### src/rtl/core/rtm_pkg.sv
// Shared codes, constants, the stage control type and record check for the run-time meter.
package rtm_pkg;

   localparam logic [1:0] OP_TICK    = 2'd0;
   localparam logic [1:0] OP_CLEAR   = 2'd1;
   localparam logic [1:0] OP_RESTORE = 2'd2;

   localparam logic [2:0] SRC_NOT_RESTORE = 3'd0;
   localparam logic [2:0] SRC_BOTH        = 3'd1;
   localparam logic [2:0] SRC_PRIMARY     = 3'd2;
   localparam logic [2:0] SRC_BACKUP      = 3'd3;
   localparam logic [2:0] SRC_LEGACY      = 3'd4;
   localparam logic [2:0] SRC_EMPTY       = 3'd5;

   localparam logic [31:0] REC_MAGIC = 32'h5449_4D52;
   localparam logic [31:0] REC_SALT  = 32'hA5A5_5A5A;
   localparam logic [31:0] ALL_ONES  = 32'hFFFF_FFFF;
   // seconds ^ ~seconds is all ones, so the checksum of a written record is fixed
   localparam logic [31:0] REC_CHECK = REC_MAGIC ^ ALL_ONES ^ REC_SALT;

   localparam logic [16:0] INTERVAL_RESET = 17'd900;
   localparam logic [10:0] MS_PER_S       = 11'd1000;

   // floor(n / 1000) == (n * RECIP) >> RECIP_SHIFT for every 32-bit n
   localparam logic [28:0] RECIP       = 29'd274877907;
   localparam int          RECIP_SHIFT = 38;

   typedef struct packed {
      logic [1:0]  op;
      logic [2:0]  src;
      logic [31:0] rest_secs;
   } ctl_type;

   function automatic logic rec_ok(input logic [31:0] magic, input logic [31:0] secs,
                                   input logic [31:0] inv, input logic [31:0] chk);
      rec_ok = (magic == REC_MAGIC) && (inv == ~secs) &&
               (chk == (magic ^ secs ^ inv ^ REC_SALT));
   endfunction

endpackage

### src/rtl/core/rtm_front.sv
// Input register: tick delta, divider operand selection and record validation.
module rtm_front import rtm_pkg::*; (
   input  logic          clock,
   input  logic          reset,
   input  logic          accept,
   input  logic [1:0]    op,
   input  logic [31:0]   now_ms,
   input  logic [31:0]   pm,
   input  logic [31:0]   ps,
   input  logic [31:0]   pi,
   input  logic [31:0]   pc,
   input  logic [31:0]   bm,
   input  logic [31:0]   bs,
   input  logic [31:0]   bi,
   input  logic [31:0]   bc,
   input  logic          advance,
   output logic          s1_valid,
   output ctl_type       s1_ctl,
   output logic [31:0]   s1_operand
);

   logic [31:0] last_ms_ff, last_ms_in;
   logic        valid_ff, valid_in;
   ctl_type     ctl_ff, ctl_in;
   logic [31:0] operand_ff, operand_in;
   logic        pv, bv;

   always_comb begin
      pv = rec_ok(pm, ps, pi, pc);
      bv = rec_ok(bm, bs, bi, bc);
      ctl_in.op        = op;
      ctl_in.src       = SRC_NOT_RESTORE;
      ctl_in.rest_secs = '0;
      if (op == OP_RESTORE) begin
         if (pv && bv) begin
            ctl_in.src       = SRC_BOTH;
            ctl_in.rest_secs = (ps > bs) ? ps : bs;
         end else if (pv) begin
            ctl_in.src       = SRC_PRIMARY;
            ctl_in.rest_secs = ps;
         end else if (bv) begin
            ctl_in.src       = SRC_BACKUP;
            ctl_in.rest_secs = bs;
         end else if (pm != ALL_ONES && pm != '0) begin
            ctl_in.src = SRC_LEGACY;
         end else begin
            ctl_in.src = SRC_EMPTY;
         end
      end
      // restore divides the legacy word, everything else the tick gap
      operand_in = (op == OP_RESTORE) ? pm : (now_ms - last_ms_ff);
      last_ms_in = last_ms_ff;
      if (accept && (op == OP_TICK || op == OP_CLEAR || op == OP_RESTORE)) begin
         last_ms_in = now_ms;
      end
      valid_in = advance ? accept : valid_ff;
   end

   always_ff @(posedge clock) begin
      if (reset) begin
         last_ms_ff <= '0;
         valid_ff   <= 1'b0;
      end else begin
         last_ms_ff <= last_ms_in;
         valid_ff   <= valid_in;
      end
      if (accept) begin
         ctl_ff     <= ctl_in;
         operand_ff <= operand_in;
      end
   end

   assign s1_valid   = valid_ff;
   assign s1_ctl     = ctl_ff;
   assign s1_operand = operand_ff;

endmodule

### src/rtl/core/rtm_div1k.sv
// Two-stage constant divide by 1000 using a reciprocal multiply.
module rtm_div1k import rtm_pkg::*; (
   input  logic          clock,
   input  logic          reset,
   input  logic          advance,
   input  logic          s1_valid,
   input  ctl_type       s1_ctl,
   input  logic [31:0]   s1_operand,
   output logic          s3_valid,
   output ctl_type       s3_ctl,
   output logic [22:0]   s3_quot,
   output logic [9:0]    s3_rem
);

   logic        v2_ff, v3_ff;
   ctl_type     ctl2_ff, ctl3_ff;
   logic [31:0] opnd2_ff;
   logic [60:0] prod_ff, prod_in;
   logic [22:0] quot_ff, quot_in;
   logic [9:0]  rem_ff, rem_in;
   logic [32:0] back;

   always_comb begin
      prod_in = 61'(s1_operand) * 61'(RECIP);
      quot_in = prod_ff[60:RECIP_SHIFT];
      back    = 33'(quot_in) * 33'(MS_PER_S);
      rem_in  = 10'(33'(opnd2_ff) - back);
   end

   always_ff @(posedge clock) begin
      if (reset) begin
         v2_ff <= 1'b0;
         v3_ff <= 1'b0;
      end else if (advance) begin
         v2_ff <= s1_valid;
         v3_ff <= v2_ff;
      end
      if (advance) begin
         prod_ff  <= prod_in;
         opnd2_ff <= s1_operand;
         ctl2_ff  <= s1_ctl;
         quot_ff  <= quot_in;
         rem_ff   <= rem_in;
         ctl3_ff  <= ctl2_ff;
      end
   end

   assign s3_valid = v3_ff;
   assign s3_ctl   = ctl3_ff;
   assign s3_quot  = quot_ff;
   assign s3_rem   = rem_ff;

endmodule

### src/rtl/core/rtm_core.sv
// Meter state update and result register.
module rtm_core import rtm_pkg::*; (
   input  logic          clock,
   input  logic          reset,
   input  logic          advance,
   input  logic [16:0]   interval,
   input  logic          s3_valid,
   input  ctl_type       s3_ctl,
   input  logic [22:0]   s3_quot,
   input  logic [9:0]    s3_rem,
   output logic          out_valid,
   output logic [31:0]   out_seconds,
   output logic          out_save,
   output logic [2:0]    out_src
);

   logic [31:0] total_ff, total_in;
   logic [9:0]  remain_ff, remain_in;
   logic [16:0] unsaved_ff, unsaved_in;
   logic        valid_ff;
   logic [31:0] seconds_ff;
   logic        save_ff, save_in;
   logic [2:0]  src_ff;
   logic [10:0] ms_sum;
   logic        carry;
   logic [31:0] secs;
   logic [32:0] uns;

   always_comb begin
      ms_sum     = 11'(s3_rem) + 11'(remain_ff);
      carry      = ms_sum >= MS_PER_S;
      secs       = 32'(s3_quot) + 32'(carry);
      uns        = 33'(unsaved_ff) + 33'(secs);
      total_in   = total_ff;
      remain_in  = remain_ff;
      unsaved_in = unsaved_ff;
      save_in    = 1'b0;
      case (s3_ctl.op)
         OP_TICK: begin
            remain_in = carry ? 10'(ms_sum - MS_PER_S) : ms_sum[9:0];
            if (secs != '0) begin
               total_in = total_ff + secs;
               if (uns >= 33'(interval)) begin
                  save_in    = 1'b1;
                  unsaved_in = '0;
               end else begin
                  unsaved_in = uns[16:0];
               end
            end
         end
         OP_CLEAR: begin
            total_in   = '0;
            remain_in  = '0;
            unsaved_in = '0;
            save_in    = 1'b1;
         end
         OP_RESTORE: begin
            if (s3_ctl.src == SRC_LEGACY) begin
               total_in = 32'(s3_quot);
               save_in  = 1'b1;
            end else begin
               total_in = s3_ctl.rest_secs;
            end
         end
         default: begin
         end
      endcase
   end

   always_ff @(posedge clock) begin
      if (reset) begin
         total_ff   <= '0;
         remain_ff  <= '0;
         unsaved_ff <= '0;
         valid_ff   <= 1'b0;
      end else if (advance) begin
         valid_ff <= s3_valid;
         if (s3_valid) begin
            total_ff   <= total_in;
            remain_ff  <= remain_in;
            unsaved_ff <= unsaved_in;
         end
      end
      if (advance && s3_valid) begin
         seconds_ff <= total_in;
         save_ff    <= save_in;
         src_ff     <= s3_ctl.src;
      end
   end

   assign out_valid   = valid_ff;
   assign out_seconds = seconds_ff;
   assign out_save    = save_ff;
   assign out_src     = src_ff;

endmodule

### src/rtl/core/run_time_meter_with_checked_record.sv
// Top level of the elapsed run-time meter with checksummed persistence record.
//
// Usage:
//   req_* carries one transaction per item: a tick (operation 0) with the
//   free-running millisecond count, a meter reset (1), or a restore (2) that
//   also carries the primary and backup stored records. rsp_* returns exactly
//   one transaction per request: the seconds total, a save flag, the record
//   words to store in both copies, and which source a restore used.
//   csr_wr_en / csr_wr_data set the save interval in seconds; write it only
//   while no transaction is in flight.
// Stages: input register, reciprocal multiply, quotient/remainder and state
//   update, in that order from request acceptance to response valid.
// Throughput: one transaction per cycle when not stalled; the gap divide by 1000
//   runs ahead of the state stage, which only folds in the sub-second remainder.
// Reset: clears the total, remainder, unsaved count, last millisecond count
//   and all pipeline valids; the save interval returns to 900 seconds.
// Stall: when rsp_tready is low with a response pending, the whole pipeline
//   holds and req_tready drops; no transaction is lost or repeated.
module run_time_meter_with_checked_record import rtm_pkg::*; (
   input  logic           clock,
   input  logic           reset,
   input  logic           req_tvalid,
   output logic           req_tready,
   // req_tdata, low to high: now_ms, primary_magic, primary_seconds,
   // primary_inverted, primary_check, backup_magic, backup_seconds,
   // backup_inverted, backup_check
   input  logic [287:0]   req_tdata,
   // req_tuser: operation
   input  logic [1:0]     req_tuser,
   output logic           rsp_tvalid,
   input  logic           rsp_tready,
   // rsp_tdata, low to high: run_seconds, record_magic, record_inverted,
   // record_check
   output logic [127:0]   rsp_tdata,
   // rsp_tuser, low to high: save_now, restore_source
   output logic [3:0]     rsp_tuser,
   input  logic           csr_wr_en,
   input  logic [16:0]    csr_wr_data
);

   logic [16:0] interval_ff;
   logic        advance;
   logic        accept;
   logic        s1_valid, s3_valid;
   ctl_type     s1_ctl, s3_ctl;
   logic [31:0] s1_operand;
   logic [22:0] s3_quot;
   logic [9:0]  s3_rem;
   logic [31:0] out_seconds;
   logic        out_save;
   logic [2:0]  out_src;

   // advance every stage together whenever the response slot frees up
   assign advance    = !rsp_tvalid || rsp_tready;
   assign req_tready = advance;
   assign accept     = req_tvalid && advance;

   always_ff @(posedge clock) begin
      if (reset) begin
         interval_ff <= INTERVAL_RESET;
      end else if (csr_wr_en) begin
         interval_ff <= csr_wr_data;
      end
   end

   rtm_front u_front (
      .clock      (clock),
      .reset      (reset),
      .accept     (accept),
      .op         (req_tuser),
      .now_ms     (req_tdata[31:0]),
      .pm         (req_tdata[63:32]),
      .ps         (req_tdata[95:64]),
      .pi         (req_tdata[127:96]),
      .pc         (req_tdata[159:128]),
      .bm         (req_tdata[191:160]),
      .bs         (req_tdata[223:192]),
      .bi         (req_tdata[255:224]),
      .bc         (req_tdata[287:256]),
      .advance    (advance),
      .s1_valid   (s1_valid),
      .s1_ctl     (s1_ctl),
      .s1_operand (s1_operand)
   );

   rtm_div1k u_div (
      .clock      (clock),
      .reset      (reset),
      .advance    (advance),
      .s1_valid   (s1_valid),
      .s1_ctl     (s1_ctl),
      .s1_operand (s1_operand),
      .s3_valid   (s3_valid),
      .s3_ctl     (s3_ctl),
      .s3_quot    (s3_quot),
      .s3_rem     (s3_rem)
   );

   rtm_core u_core (
      .clock       (clock),
      .reset       (reset),
      .advance     (advance),
      .interval    (interval_ff),
      .s3_valid    (s3_valid),
      .s3_ctl      (s3_ctl),
      .s3_quot     (s3_quot),
      .s3_rem      (s3_rem),
      .out_valid   (rsp_tvalid),
      .out_seconds (out_seconds),
      .out_save    (out_save),
      .out_src     (out_src)
   );

   // record words follow directly from the seconds total
   assign rsp_tdata = {REC_CHECK, ~out_seconds, REC_MAGIC, out_seconds};
   assign rsp_tuser = {out_src, out_save};

   // a restore saves only when it fell back to the legacy word
   a_restore_save : assert property (@(posedge clock) disable iff (reset)
      (rsp_tvalid && out_save && out_src != SRC_NOT_RESTORE) |-> out_src == SRC_LEGACY)
      else $error("restore save without legacy source");

   // nothing usable restores to zero seconds
   a_empty_zero : assert property (@(posedge clock) disable iff (reset)
      (rsp_tvalid && out_src == SRC_EMPTY) |-> out_seconds == '0)
      else $error("empty restore with nonzero total");

   // a stalled response keeps its seconds total
   a_hold_total : assert property (@(posedge clock) disable iff (reset)
      (rsp_tvalid && !rsp_tready) |=> $stable(out_seconds) && $stable(out_src))
      else $error("response changed while stalled");

endmodule

### config.mk
export PLATFORM = sky130hd
export DESIGN_NAME = run_time_meter_with_checked_record
export DESIGN_NICKNAME = d
export VERILOG_FILES = /design/src/rtl/core/rtm_pkg.sv /design/src/rtl/core/rtm_front.sv /design/src/rtl/core/rtm_div1k.sv /design/src/rtl/core/rtm_core.sv /design/src/rtl/core/run_time_meter_with_checked_record.sv
export SDC_FILE = /design/constraint.sdc
export NUM_CORES = 2
export LEC_CHECK = 0
export BUFFER_PORTS_ARGS = -buffer_cell sky130_fd_sc_hd__clkbuf_2
export CORE_UTILIZATION = 40
export DETAILED_ROUTE_END_ITERATION = 6
export HOLD_SLACK_MARGIN = 0.03
export PLACE_DENSITY = 0.63
export RECOVER_POWER = 50
export SLEW_MARGIN = 20
export SYNTH_ARGS = -nofsm -noshare
export SYNTH_HDL_FRONTEND = slang
export SYNTH_SLANG_ARGS = --single-unit
### constraint.sdc
create_clock -name clock -period 11.1 [get_ports clock]
set_clock_uncertainty 0.05 [all_clocks]
set_input_delay 1.665 -clock clock [delete_from_list [all_inputs] [get_ports clock]]
set_output_delay 1.665 -clock clock [all_outputs]
set_load 0.02 [all_outputs]
== After elaboration in Yosys (flattened, before gate mapping) ==
Index checks and enable logic that the tools add are counted.
Storage, ports and cells
  output and inout port bits: 134
  latch bits: 0
  memories: 0
  bits in registers: 395
  input bits: 312
  logic and storage cells: 105
  ROM bits: 0
  memory bits (writable): 0
Operators by class
  div/mod/pow operators: 0
  magnitude comparators: 3
  bitwise gates (word level): 10
  shift operators: 0
  multiply operators: 2
  reduce and logical (&&, ||, !) cells: 23
  equal/unequal tests: 13
  mux-type cells: 19
  add/subtract/negate cells: 7
Operators with widths (number)
  $mux W32: 5
  $eq A32 B32 Y1: 4
  $xor A32 B32 Y32: 4
  $not A32 Y32: 3
  $pmux W32 S3: 1
  $eq A32 B31 Y1 const B: 2
  $reduce_bool A32 Y1: 2
  $mul A32 B29 Y61 const B: 1
  $mux W17: 2
  $mux W34: 1
  $pmux W17 S2: 1
  $add A17 B32 Y33: 1
  $ge A33 B17 Y1: 1
  $mux W33: 1
  $add A32 B32 Y32: 1
  $gt A32 B32 Y1: 1
  $ne A32 B32 Y1 const B: 1
  $not A16 Y16: 2
  $sub A32 B32 Y32: 1
  $add A23 B1 Y24: 1
  $mul A23 B7 Y7 const B: 1
  $pmux W10 S2: 1
  $add A10 B10 Y11: 1
  $ge A11 B10 Y1 const B: 1
  21 further kinds: 37

== Depth between registers and ports, before layout ==
  word-level depth: 8
  mapped depth: 36

== Modules after synthesis ==
From an unflattened synthesis, not the netlist that was laid out.
Second synthesis, totals
  cells, all modules: 3916
  area total of the unflattened synthesis: 38055.2 sq um
Modules (own cells, without submodules)
  rtm_div1k: cells each 1687, area an instance 19329.8 sq um, instances 1
  rtm_core: cells each 1084, area an instance 8759.7 sq um, instances 1
  rtm_front: cells each 989, area an instance 8709.6 sq um, instances 1
  run_time_meter_with_checked_record: cells each 156, area an instance 1256.2 sq um, instances 1

== Worst setup path after synthesis ==
Ideal clock, no wire load.
  kind: input to register
  start: input rsp_tready
  end: register u_front.last_ms_ff[10]
  setup time: 0.132 ns
  data required time: 10.918 ns
  arrival time: 8.624 ns
  slack: 2.293 ns
  stages: 8
  cells stage by stage: nand2b_1 clkbuf_1 nand2_1 inv_1 nand2_1 clkbuf_1 nand2_1 a21oi_1
On the way
  word-level cells in the longest chain between the ends: 3
RTL lines
  start, declared: RTL line run_time_meter_with_checked_record.sv:31  | input logic rsp_tready,
  $logic_or A1 B1 Y1: RTL line run_time_meter_with_checked_record.sv:54  | assign advance = !rsp_tvalid || rsp_tready;
  net req_tready: RTL line run_time_meter_with_checked_record.sv:23  | output logic req_tready,
  $logic_and A1 B1 Y1: RTL line run_time_meter_with_checked_record.sv:56  | assign accept = req_tvalid && advance;
  net accept: RTL line run_time_meter_with_checked_record.sv:43  | logic accept;
  $logic_and A1 B1 Y1: RTL line rtm_front.sv:53  | if (accept && (op == OP_TICK || op == OP_CLEAR || op == OP_RESTORE)) begin
  end signal, assigned: RTL line rtm_front.sv:64  | last_ms_ff <= last_ms_in;
  end, declared: RTL line rtm_front.sv:22  | logic [31:0] last_ms_ff, last_ms_in;
The timed path passes the listed nets, and every way through them passes these cells.
A chain may end at the register's enable or synchronous reset.

== Worst setup path after layout ==
  start: register u_div.rem_ff[0] (netlist: u_div.s3_rem[0])
  end: register u_core.save_ff (netlist: u_core.out_save), data pin
On the way
  word-level cells in the longest chain between the ends: 8
  elaborated cells between the ends (all ways): 9
  those cells by class: add/sub (3); order compare (2); mux (3); reduce/logical (1)
RTL lines
  start, declared: RTL line rtm_div1k.sv:20  | logic [9:0] rem_ff, rem_in;
  start signal, assigned: RTL line rtm_div1k.sv:43  | rem_ff <= rem_in;
  $add A10 B10 Y11 (*): RTL line rtm_core.sv:30  | ms_sum = 11'(s3_rem) + 11'(remain_ff);
  $ge A11 B10 Y1 (*): RTL line rtm_core.sv:31  | carry = ms_sum >= MS_PER_S;
  $add A23 B1 Y24 (*): RTL line rtm_core.sv:32  | secs = 32'(s3_quot) + 32'(carry);
  $add A17 B32 Y33: RTL line rtm_core.sv:33  | uns = 33'(unsaved_ff) + 33'(secs);
  $ge A33 B17 Y1: RTL line rtm_core.sv:43  | if (uns >= 33'(interval)) begin
  $mux W1: RTL line rtm_core.sv:43
  $mux W1 (*): RTL line rtm_core.sv:41  | if (secs != '0) begin
  $pmux W1 S3 (*): RTL line rtm_core.sv:38  | case (s3_ctl.op)
  net u_core.save_in: RTL line rtm_core.sv:22  | logic save_ff, save_in;
  end signal, assigned: RTL line rtm_core.sv:86  | save_ff <= save_in;
  end, declared: RTL line rtm_core.sv:22
Mark *: on every way through the listed nets, which the timed path passes. The rest lies on a longest branch.

==> results.cfg <==
[status]
status = finished with violations
violations = max-capacitance violations, max-slew violations

[yosys]
yosys_warnings = 0
syn_inst = 3793
synth_edf_count = 245
synthAdderAreaFrac_pct = 34.7
synth-seq-area-share_pct = 25.8
ys_types = 97
syn_area_per_cell_um2 = 9.81
synth_flop_cell = edfxtp_1
synth_simple_gate_area_share_pct = 9.81
ys_seq_elements = 357
synth_compound_area_share_pct = 12.5
syn_area_um2 = 37200
synth_top_family_by_area = adder cells
muxShareOfSynthArea_pct = 1.46
synth_xor_area_share_pct = 7.09
synthArstFlopShare_pct = 0

[clocking]
numCtsBuffers = 41
clk_latency_ps = 580
cts_hold_buffers = 0
htree_levels = 2
cts_resized = 0
cts_buffer_depth = 3
postCtsSetupBuffers = 0
cts_tree = done
cts.sinks = 357
clkSlewWorstSetupHoldPaths_ps = 60
cts-root-buf = clkbuf_16

[timing]
fmax_mhz = 116
maxSlewViolCount = 264
final.setup.tns_ps = 0
tightest_slew_ps = 3350
maxSlewHeadroom_pct = -123
period_share_pct = 77.9
rsz0062_at_grt = false
setup_violations = 0
period_minus_slack_ps = 8650
hold_violations = 0

[floorplanning]
fp.dieW_um = 307
initial_utilization_pct = 40.5
io_pins = 446
dieArea_um2 = 94200
coreArea_um2 = 91900
rows = 111
fp.dieH_um = 307

[global_route]
grt_usage_pct = 23.0
grt_max_degree = 70
grt_pass1_vias = 28082
overflow = 0
grt_antenna_before_repair = 1
grt_first_pass_wirelength_um = 166000

[routing]
final_antenna_net_count = 0
drc_errors = 0
wl_um = 109000
num_vias = 28624
via_per_inst = 5.29
wl_per_cell_um = 20.1
first_iter_violations = 1868
drt_first_pass_iters = 5

[cells_and_area]
drive_above_1_share_pct = 10.6
most-common-layout-cells = inv_1 (614), ha_1 (542), clkbuf_2 (319), fa_1 (306), nand2_1 (259)
fillers = 8942
final_common_cell = inv_1
area_delta_synth_final_pct = 11.5
nNetsFinal = 5298

[worst_hold_path]
hold_depth = 0
holdCritPathClass = reg -> reg

[place]
gp_congestion = 1.02
dpl.hpwl_um = 89300
io_buffers = 381

[run]
drv_cap = 6

[worst_setup_path]
crit_slowest_cell = nand4_1
slowest_delay_ps = 660
cp.arrival_ps = 8930
reg2reg_depth = 32
path_class = reg -> reg
cp-end-kind = register
cp-start-kind = register
crit_required_ps = 11380
cp_max_fo = 18
[path summary, 6_finish.rpt]
kind,slack (ps),end,start
max,2450,u_core.out_save,u_div.s3_rem[0]
min,340,u_div.s3_ctl[2],u_div.ctl2_ff[2]
max reg2reg,2450,u_core.out_save,u_div.s3_rem[0]
min reg2reg,340,u_div.s3_ctl[2],u_div.ctl2_ff[2]
[through the flow]
stage                     hold WS (ps)  utilization (%)  area, um2  instances  worst slack, ps
after detailed placement           355             43.7      40200       5338             2450
after CTS                          346             45.2      41600       5412             2440
final                              344             45.1      41500       5413             2450
after global routing               357             45.1      41500       5413             1750
after global placement             351             43.7      40200       5338             2650
after floorplan                    350                -      37400       3855             2290
[area by class of cell]
cell class                 instances  area [um2]  area share [%]
timing repair buffer             403        1980            4.76
multi-input combinational       2720       24700            59.5
clock inverter                    27         319           0.769
tap                             1243        1560            3.75
sequential                       357        9600            23.1
antenna                            1        2.50         0.00603
clock buffer                      47        1060            2.55
inverter                         615        2310            5.56
[Yosys cell counts (all sizes together), types with 63 or more instances]
library cell	count	area, um2
inv	614	2300
ha	542	6780
fa	306	6130
nand2	260	978
edfxtp	245	7360
xnor2	203	1780
a21oi	202	1010
nor2	144	551
o21ai	127	639
dfxtp	112	2240
xor2	98	858
buf	91	638
clkbuf	72	272
a21o	71	533
nand3	71	360
nand4	63	400
[registers in the layout (all words and copies together), names as in the netlist, 17 cells and up]
signal	flops
u_core.total_ff	32
u_front.s1_operand	32
u_front.last_ms_ff	32
u_core.unsaved_ff	17
u_div.prod_ff	24
u_core.out_seconds	32
u_div.s3_ctl	37
u_div.s3_quot	23
interval_ff	17
u_front.s1_ctl	37
u_div.ctl2_ff	37
[critical path, delay by kind of cell (launching register included)]
family,cells,cell delay (ps)
and+or+nand+nor,7,2280
AOI/OAI and AO/OA,15,3580
adders and majority gates,6,1530
buffers and inverters,2,140
xor gates and xnor gates,2,430
DFF,1,380
[metal layers]
metal  wire length, um  global-route usage (%)  part of all wire (%)  vias up
met5                 0                       0                     0        -
met4              3080                    6.41                   2.8        0
met3              6000                    2.64                   5.5      153
met2             49900                    37.5                    46      956
met1             49900                    32.2                    46    13866
li1                  -                       -                     -    13649
[kinds of logic after synthesis]
kind of cell | count (synthesis)
compound gates | 710
fa+ha+maj | 848
simple gates | 743
mux | 54
flops | 357
xor+xnor | 301
other cells | 2
buf+inv | 778
Power is not shown: default switching activity piles up to over one toggle a cycle in this logic, so the estimate is an artifact.
